**src/rtl/core/asa_pkg.sv**
```systemverilog
package asa_pkg;

	localparam int SAMPLE_W = 10;
	localparam int QCH_W    = 3;
	localparam int AVG_W    = 12;
	localparam int NCH_W    = 3;

	localparam logic CMD_SAMPLE  = 1'b0;
	localparam logic CMD_AVERAGE = 1'b1;

	localparam int RING_TICK_STEP = 4;
	localparam int AVG_SCALE      = 4;

	localparam logic [AVG_W-1:0] AVG_MAX = '1;

	typedef struct packed {
		logic                command;
		logic [SAMPLE_W-1:0] sample_value;
		logic [QCH_W-1:0]    query_channel;
	} asa_req_t;

	typedef struct packed {
		logic [AVG_W-1:0] average;
		logic [NCH_W-1:0] next_channel;
		logic             control_tick;
	} asa_rsp_t;

endpackage

```
**src/rtl/core/asa_req_if.sv**
```systemverilog
interface asa_req_if;
	import asa_pkg::*;

	logic     valid;
	logic     ready;
	asa_req_t data;

	modport source(output valid, output data, input ready);
	modport sink(input valid, input data, output ready);
endinterface

```
**src/rtl/core/asa_rsp_if.sv**
```systemverilog
interface asa_rsp_if;
	import asa_pkg::*;

	logic     valid;
	logic     ready;
	asa_rsp_t data;

	modport source(output valid, output data, input ready);
	modport sink(input valid, input data, output ready);
endinterface

```
**src/rtl/core/adc_scan_sample_averager_top.sv**
```systemverilog
// channel  dir  handshake          payload
// req      in   valid/ready        command, sample_value, query_channel
// rsp      out  valid/ready        average, next_channel, control_tick
//
// a sample transfer makes one write into the sample memory
// an average query sums the ring of the queried channel and scales it by 4/DEPTH:
// one shared adder walks the ring, then a shift (DEPTH/4 a power of two) or a reciprocal multiply scales the sum
// after reset the sample memory is cleared, one entry per cycle
// req stalls while the memory is cleared, while a query runs or while an unread result blocks the rsp register
module adc_scan_sample_averager_top #(
	parameter int CHANNELS = 8,
	parameter int DEPTH    = 16
) (
	input  logic       clk,
	input  logic       arst_n,
	asa_req_if.sink    req,
	asa_rsp_if.source  rsp
);
	import asa_pkg::*;

	localparam int ENTRIES     = CHANNELS * DEPTH;
	localparam int ADDR_W      = $clog2(ENTRIES);
	localparam int CH_W        = $clog2(CHANNELS);
	localparam int IDX_W       = $clog2(DEPTH);
	localparam int CNT_W       = $clog2(DEPTH + 1);
	localparam int SUM_W       = $clog2(DEPTH * ((1 << SAMPLE_W) - 1) + 1);
	localparam int ALU_W       = SUM_W + 1;
	localparam int DIVISOR     = DEPTH / AVG_SCALE;
	localparam bit DIV_IS_POW2 = (DIVISOR & (DIVISOR - 1)) == 0;
	localparam int DIV_SHIFT   = $clog2(DIVISOR);
	localparam int RCP_SHIFT   = SUM_W + DIV_SHIFT;
	localparam int RCP_MUL     = ((1 << RCP_SHIFT) + DIVISOR - 1) / DIVISOR;
	localparam int MUL_W       = SUM_W + 2;
	localparam int PROD_W      = SUM_W + MUL_W;

	typedef enum logic [2:0] {
		ST_CLEAR,
		ST_IDLE,
		ST_ACC,
		ST_DIV,
		ST_DONE
	} state_t;

	state_t              state_q;
	logic [ADDR_W-1:0]   clr_addr_q;
	logic [CH_W-1:0]     scan_ch_q;
	logic [IDX_W-1:0]    ring_idx_q;
	logic [ADDR_W-1:0]   base_q;
	logic                ch_ok_q;
	logic [CNT_W-1:0]    cnt_q;
	logic [ALU_W-1:0]    acc_q;
	logic [SUM_W-1:0]    quo_q;
	asa_rsp_t            rsp_q;
	logic                rsp_valid_q;

	logic                req_fire;
	logic                rsp_free;
	logic                rsp_load;
	logic                mem_we;
	logic [ADDR_W-1:0]   mem_waddr;
	logic [SAMPLE_W-1:0] mem_wdata;
	logic [ADDR_W-1:0]   mem_raddr;
	logic [SAMPLE_W-1:0] mem_rdata;
	logic [ADDR_W-1:0]   slot_addr;
	logic [IDX_W-1:0]    rd_idx;
	logic                scan_wrap;
	logic [CH_W-1:0]     scan_next;
	logic [IDX_W-1:0]    ring_next;
	logic                tick;
	logic                q_in_range;
	logic [ADDR_W-1:0]   q_base;
	logic [PROD_W-1:0]   rcp_prod;
	logic [ALU_W-1:0]    alu_a;
	logic [ALU_W-1:0]    alu_b;
	logic [ALU_W-1:0]    alu_y;
	logic [AVG_W-1:0]    avg_sat;

	assign rsp_free  = !rsp_valid_q || rsp.ready;
	assign req.ready = (state_q == ST_IDLE) && rsp_free;
	assign req_fire  = req.valid && req.ready;
	assign rsp_load  = (req_fire && req.data.command == CMD_SAMPLE) ||
		(state_q == ST_DONE && rsp_free);

	assign slot_addr = ADDR_W'(ADDR_W'(scan_ch_q) * ADDR_W'(DEPTH)) + ADDR_W'(ring_idx_q);
	assign scan_wrap = scan_ch_q == CH_W'(CHANNELS - 1);
	assign scan_next = scan_wrap ? '0 : scan_ch_q + 1'b1;
	assign ring_next = (ring_idx_q == IDX_W'(DEPTH - 1)) ? '0 : ring_idx_q + 1'b1;
	assign tick      = scan_wrap && ((ring_next % RING_TICK_STEP) == 0);

	assign q_in_range = int'(req.data.query_channel) < CHANNELS;
	assign q_base     = q_in_range ?
		ADDR_W'(ADDR_W'(req.data.query_channel) * ADDR_W'(DEPTH)) : '0;

	assign mem_we    = (state_q == ST_CLEAR) || (req_fire && req.data.command == CMD_SAMPLE);
	assign mem_waddr = (state_q == ST_CLEAR) ? clr_addr_q : slot_addr;
	assign mem_wdata = (state_q == ST_CLEAR) ? '0 : req.data.sample_value;
	assign rd_idx    = (int'(cnt_q) < DEPTH) ? cnt_q[IDX_W-1:0] : '0;
	assign mem_raddr = base_q + ADDR_W'(rd_idx);

	assign rcp_prod = {{MUL_W{1'b0}}, quo_q} * {{SUM_W{1'b0}}, MUL_W'(RCP_MUL)};

	assign alu_a = acc_q;
	assign alu_b = ALU_W'(mem_rdata);

	always_comb begin
		if ({{AVG_W{1'b0}}, quo_q} > {{SUM_W{1'b0}}, AVG_MAX}) begin
			avg_sat = AVG_MAX;
		end else begin
			avg_sat = AVG_W'(quo_q);
		end
	end

	asa_store #(
		.ENTRIES(ENTRIES),
		.ADDR_W (ADDR_W)
	) u_store (
		.clk    (clk),
		.wr_en  (mem_we),
		.wr_addr(mem_waddr),
		.wr_data(mem_wdata),
		.rd_addr(mem_raddr),
		.rd_data(mem_rdata)
	);

	asa_alu #(
		.W(ALU_W)
	) u_alu (
		.a(alu_a),
		.b(alu_b),
		.y(alu_y)
	);

	always_ff @(posedge clk or negedge arst_n) begin
		if (!arst_n) begin
			state_q     <= ST_CLEAR;
			clr_addr_q  <= '0;
			scan_ch_q   <= '0;
			ring_idx_q  <= '0;
			base_q      <= '0;
			ch_ok_q     <= 1'b0;
			acc_q       <= '0;
			quo_q       <= '0;
			rsp_q       <= '0;
			rsp_valid_q <= 1'b0;
			cnt_q       <= '0;
		end else begin
			if (rsp_load) begin
				rsp_valid_q <= 1'b1;
			end else if (rsp.ready) begin
				rsp_valid_q <= 1'b0;
			end
			unique case (state_q)
				ST_CLEAR: begin
					clr_addr_q <= clr_addr_q + 1'b1;
					if (clr_addr_q == ADDR_W'(ENTRIES - 1)) begin
						state_q <= ST_IDLE;
					end
				end
				ST_IDLE: begin
					if (req_fire) begin
						if (req.data.command == CMD_SAMPLE) begin
							scan_ch_q <= scan_next;
							if (scan_wrap) begin
								ring_idx_q <= ring_next;
							end
							rsp_q.average      <= '0;
							rsp_q.next_channel <= NCH_W'(scan_next);
							rsp_q.control_tick <= tick;
						end else begin
							base_q  <= q_base;
							ch_ok_q <= q_in_range;
							cnt_q   <= '0;
							acc_q   <= '0;
							state_q <= ST_ACC;
						end
					end
				end
				ST_ACC: begin
					cnt_q <= cnt_q + 1'b1;
					if (cnt_q != '0) begin
						acc_q <= alu_y;
					end
					if (cnt_q == CNT_W'(DEPTH)) begin
						if (DIV_IS_POW2) begin
							quo_q   <= SUM_W'(alu_y[SUM_W-1:0] >> DIV_SHIFT);
							state_q <= ST_DONE;
						end else begin
							quo_q   <= alu_y[SUM_W-1:0];
							state_q <= ST_DIV;
						end
					end
				end
				ST_DIV: begin
					quo_q   <= SUM_W'(rcp_prod >> RCP_SHIFT);
					state_q <= ST_DONE;
				end
				ST_DONE: begin
					if (rsp_free) begin
						rsp_q.average      <= ch_ok_q ? avg_sat : '0;
						rsp_q.next_channel <= NCH_W'(scan_ch_q);
						rsp_q.control_tick <= 1'b0;
						state_q            <= ST_IDLE;
					end
				end
				default: begin
					state_q <= ST_IDLE;
				end
			endcase
		end
	end

	assign rsp.valid = rsp_valid_q;
	assign rsp.data  = rsp_q;
endmodule

```
**src/rtl/core/asa_store.sv**
```systemverilog
module asa_store #(
	parameter int ENTRIES = 128,
	parameter int ADDR_W  = $clog2(ENTRIES)
) (
	input  logic                         clk,
	input  logic                         wr_en,
	input  logic [ADDR_W-1:0]            wr_addr,
	input  logic [asa_pkg::SAMPLE_W-1:0] wr_data,
	input  logic [ADDR_W-1:0]            rd_addr,
	output logic [asa_pkg::SAMPLE_W-1:0] rd_data
);
	import asa_pkg::*;

	logic [SAMPLE_W-1:0] mem_q [ENTRIES];
	logic [SAMPLE_W-1:0] rd_data_q;

	always_ff @(posedge clk) begin
		if (wr_en) begin
			mem_q[wr_addr] <= wr_data;
		end
		rd_data_q <= mem_q[rd_addr];
	end

	assign rd_data = rd_data_q;
endmodule

```
**src/rtl/core/asa_alu.sv**
```systemverilog
module asa_alu #(
	parameter int W = 15
) (
	input  logic [W-1:0] a,
	input  logic [W-1:0] b,
	output logic [W-1:0] y
);
	assign y = a + b;
endmodule

```
**src/flat_wrapper.sv**
```systemverilog
// flat-port wrapper written by rule: the top's interface ports become plain ports
module adc_scan_sample_averager_top_flat import asa_pkg::*;
#(
	parameter int CHANNELS = 8,
	parameter int DEPTH    = 16
)
  (clk, arst_n, req_valid, req_data, req_ready, rsp_valid, rsp_data, rsp_ready);
  asa_req_if req_i ();
  asa_rsp_if rsp_i ();
  input  logic clk;
  input  logic arst_n;
  input wire logic [$bits(req_i.valid)-1:0] req_valid;
  input wire logic [$bits(req_i.data)-1:0] req_data;
  output wire logic [$bits(req_i.ready)-1:0] req_ready;
  output wire logic [$bits(rsp_i.valid)-1:0] rsp_valid;
  output wire logic [$bits(rsp_i.data)-1:0] rsp_data;
  input wire logic [$bits(rsp_i.ready)-1:0] rsp_ready;
  assign req_i.valid = req_valid;
  assign req_i.data = req_data;
  assign req_ready = req_i.ready;
  assign rsp_valid = rsp_i.valid;
  assign rsp_data = rsp_i.data;
  assign rsp_i.ready = rsp_ready;
  adc_scan_sample_averager_top #(.CHANNELS(CHANNELS), .DEPTH(DEPTH)) u_core (.clk(clk), .arst_n(arst_n), .req(req_i), .rsp(rsp_i));
endmodule
```
**config.mk**
```make
export PLATFORM = sky130hd
export DESIGN_NAME = adc_scan_sample_averager_top_flat
export DESIGN_NICKNAME = d
export VERILOG_FILES = /design/src/rtl/core/asa_pkg.sv /design/src/rtl/core/asa_req_if.sv /design/src/rtl/core/asa_rsp_if.sv /design/src/rtl/core/adc_scan_sample_averager_top.sv /design/src/rtl/core/asa_store.sv /design/src/rtl/core/asa_alu.sv /design/src/flat_wrapper.sv
export SDC_FILE = /design/constraint.sdc
export NUM_CORES = 2
export LEC_CHECK = 0
export ABC_CLOCK_PERIOD_IN_PS = 9270
export BUFFER_PORTS_ARGS = -buffer_cell sky130_fd_sc_hd__clkbuf_2
export CORE_MARGIN = 4
export CORE_UTILIZATION = 30
export CTS_BUF_LIST = sky130_fd_sc_hd__clkbuf_8
export DETAILED_ROUTE_END_ITERATION = 6
export PLACE_DENSITY_LB_ADDON = 0.12
export SLEW_MARGIN = 10
export SYNTH_ARGS = -nofsm -noshare
export SYNTH_HDL_FRONTEND = slang
export SYNTH_SLANG_ARGS = --single-unit
```
**constraint.sdc**
```tcl
create_clock -name clk -period 9.27 [get_ports clk]
set_input_delay 1.854 -clock clk [delete_from_list [all_inputs] [get_ports clk]]
set_output_delay 1.854 -clock clk [all_outputs]
set_load 0.03 [all_outputs]
```
==> flow_summary.yaml <==
power_and_ir_drop:
  power.leakage_nw: 20.69
  power_mw: 20.15
  p_int_mw: 12.01
  p_sw_share_pct: 40.43
  seqPwrFrac_pct: 39.0
  ir_worst_vdd_uv: 274.6
  powerDensity_nw_per_um2: 328.0
  p_clk_share_pct: 24.3
  switching_power_mw: 8.147
  power_frac_comb_pct: 36.7
die:
  die_h_um: 435.3
  rows: 156
  core_area_um2: 181100
  die_x_um: 435.3
  start_util_pct: 30.24
  die-area_um2: 189500
  pin_count: 36
drt:
  wl_per_cell_um: 27.59
  drtAntennaViolNets: 0
  drt-total-wl_mm: 168.9
  drt_first_iter_violations: 2393
  first_pass_iters: 5
  vias_per_cell: 5.099
  vias: 31200
  drc: 0
global_routing:
  grt_max_degree: 116
  grt_pass1_wl_mm: 236.9
  grt_overflow: 0
  track_usage_pct: 17.31
  grt_pass1_vias: 31150
  antenna_found_initial: 6
clocking:
  cts_resized: 0
  clock_latency_ps: 960
  clock_sinks: 1359
  cts-buffers-inserted: 229
  clockRootBuffer: "clkbuf_8"
  hold_buffers: 0
  postCtsSetupBuffers: 0
  clk_pin_slew_worst_paths_ps: 60
  tritoncts: "done"
  clk_path_buf_depth: 3
  cts-htree-levels: 4
timing:
  timing.slew.headroom_pct: 15.83
  final.setup.tns_ps: 0
  clock_skew_ps: 52.20
  drv_slew: 0
  clock.fmax_mhz: 203.9
  tightest_slew_ps: 1263
  finalHoldViolCount: 0
  period_minus_slack_ps: 4905
  setup_viol: 0
  rsz0062_at_grt: "no"
  fin_crit_sh_pct: 52.91
setup_path:
  reg2regPathDepth: 9
  r2r_end: "u_core.u_store.rd_data[2]$_DFF_P_"
  reg2reg_slack_ps: 4370
  cpMaxStageDelayCell: "nor2b_4"
  crit_path_frequent_cell: "buf_4"
  worst_ep_required_time_ps: 10160
  cp_max_fo: 71
  worstSetupStartpointType: "flip-flop"
  end_kind: "flip-flop"
  crit_type: "flip-flop to flip-flop"
  r2r-start: "u_core.cnt_q[4]$_DFFE_PN0P_"
  cp_slowest_stage_delay_ps: 960
  crit_chain: "buf_4, nor2b_4, nand2_8, buf_4, o221ai_1, o22ai_1, a22oi_1, nand3_1, nor3b_2"
  critical_path_arrival_ps: 5790
status:
  status: "finished clean"
finish:
  area_growth_pct: 12.16
  nets: 3597
  drive_above_1_share_pct: 10.88
  finalInstanceArea_um2: 61440
logic_synthesis:
  async_reset_ff_share_pct: 5.077
  synth.avg_cell_area_um2: 15.78
  yosysTopAreaCell: "edfxtp_1"
  yosysSeqAreaShare_pct: 73.68
  synth_fp_nets: 3506
  syn_area_um2: 54780
  synth_top_area_share_pct: 70.17
  synthTopCellsByArea: "edfxtp_1 (70%), mux2i_1 (9.0%), dfrtp_1 (3.2%), o221ai_1 (2.4%), nor2_1 (2.2%)"
  synth_seq_cells: 1359
  synthFlopType: "edfxtp_1"
  synth_edf_count: 1280
  yosysWarnings: 0
  yosysMostFrequentCell: "edfxtp_1"
  synth_common_cells: "edfxtp_1 (1,280), mux2i_1 (491), nor2_1 (323)"
  synthCells: 3471
  synth.distinct_cells: 64
hold_path:
  hold_start: "u_core.ch_ok_q$_DFFE_PN0P_"
  hold_path_end: "u_core.ch_ok_q$_DFFE_PN0P_"
  hp-class: "flip-flop to flip-flop"
  min_path_cells: 1
place:
  hpwl_mm: 101.0
  gp_congestion: 0.7832
  place_area_um2: 57320
  io_buffers: 35
flow_run:
  cap_violations: 0
==> layout by cell type, fill, tap and decap left out, types with 54 or more instances in the layout <==
cell      count
dfrtp_1      67
nand2_1     112
o221ai_1    149
nor2_1      323
o22ai_1      90
o21ai_0     124
clkbuf_8    233
inv_1       170
edfxtp_1   1280
o32a_1       75
a21oi_1      90
buf_4        54
a221oi_1     78
mux2i_1     491
==> kinds of logic (layout without fill, tap and decap cells) <==
group | count (synthesis) | in the layout | synth area share, %
AND/OR/NAND/NOR | 572 | 572 | 4.575
AO/OA/AOI/OAI | 693 | 693 | 9.250
buffers and inverters | 320 | 591 | 2.796
flip-flops | 1359 | 1359 | 73.68
multiplexers | 495 | 495 | 9.054
adder cells (fa/ha/maj) | 17 | 17 | 0.4020
XOR/XNOR | 15 | 15 | 0.2398
other | 0 | 8 | 0
==> worst max path at each step <==
stage	startpoint	to	cells after the start
after floorplan	rsp_ready	u_core.u_store.mem_q[38][0]$_DFFE_PP_	9
after global placement	rsp_ready	u_core.u_store.mem_q[43][4]$_DFFE_PP_	8
after detailed placement	rsp_ready	u_core.u_store.mem_q[43][0]$_DFFE_PP_	8
after CTS	u_core.cnt_q[4]$_DFFE_PN0P_	u_core.u_store.rd_data[7]$_DFF_P_	9
after global routing	u_core.cnt_q[4]$_DFFE_PN0P_	u_core.u_store.rd_data[3]$_DFF_P_	9
final	u_core.cnt_q[4]$_DFFE_PN0P_	u_core.u_store.rd_data[2]$_DFF_P_	9
==> power by group through the flow <==
stage / registers, mW / clock network (mW) / logic (mW)
4_1_cts: 7.86 / 5.07 / 7.47
5_1_grt: 7.89 / 5.37 / 7.79
3_5_place_dp: 7.98 / 0 / 7.46
6_report: 7.86 / 4.90 / 7.40
3_3_place_gp: 7.98 / 0 / 7.46
2_1_floorplan: 7.82 / 0 / 4.35
==> metal layers <==
layer	part of all wire (%)	global-route usage [%]	wire length [µm]	vias up
li1	-	-	-	13940
met1	46	24.11	77250	16140
met2	47	27.64	79020	891
met3	5.2	3.332	8760	232
met4	2.3	4.751	3828	2
met5	0.0077	0	13	-
==> worst max-delay path: cells and delay by family, from the launching register on <==
kind,cells,cell delay [ps]
AND/OR/NAND/NOR,4,1940
AO/OA/AOI/OAI,3,1130
buffers and inverters,2,940
flip-flops,1,680
==> flip-flops by register name, indices dropped and copies added, names as in the netlist <==
signal and cells:
u_core.u_store.mem_q 1280, u_core.rsp.data 16, u_core.acc_q 14, u_core.quo_q 12, u_core.u_store.rd_data 10, u_core.clr_addr_q 7
u_core.cnt_q 5, u_core.ring_idx_q 4, u_core.base_q 3, u_core.scan_ch_q 3, u_core.state_q 3, u_core.ch_ok_q 1
u_core.rsp.valid 1
==> metrics by stage <==
step / utilization [%] / setup WS (ps) / std cells / hold WS, ps
6_report: 33.92 / 4365 / 6120 / 462.1
5_1_grt: 33.92 / 4206 / 6115 / 490.2
4_1_cts: 33.91 / 4363 / 6112 / 462.3
3_5_place_dp: 31.64 / 3691 / 5701 / 444.3
3_3_place_gp: 31.64 / 3726 / 5701 / 441.2
2_1_floorplan: - / 4791 / 3471 / 425.2
==> layout make-up <==
type | count | area, µm²
multi-input cells | 1792 | 12990
fillers | 17550 | 119700
clock buffers | 233 | 3207
flip-flops and latches | 1359 | 40370
clock inverters | 178 | 900.9
well taps | 2370 | 2965
diodes | 8 | 20.02
repair buffers | 92 | 655.6
inverters | 88 | 331.6
(Power assumes the default switching activity.)
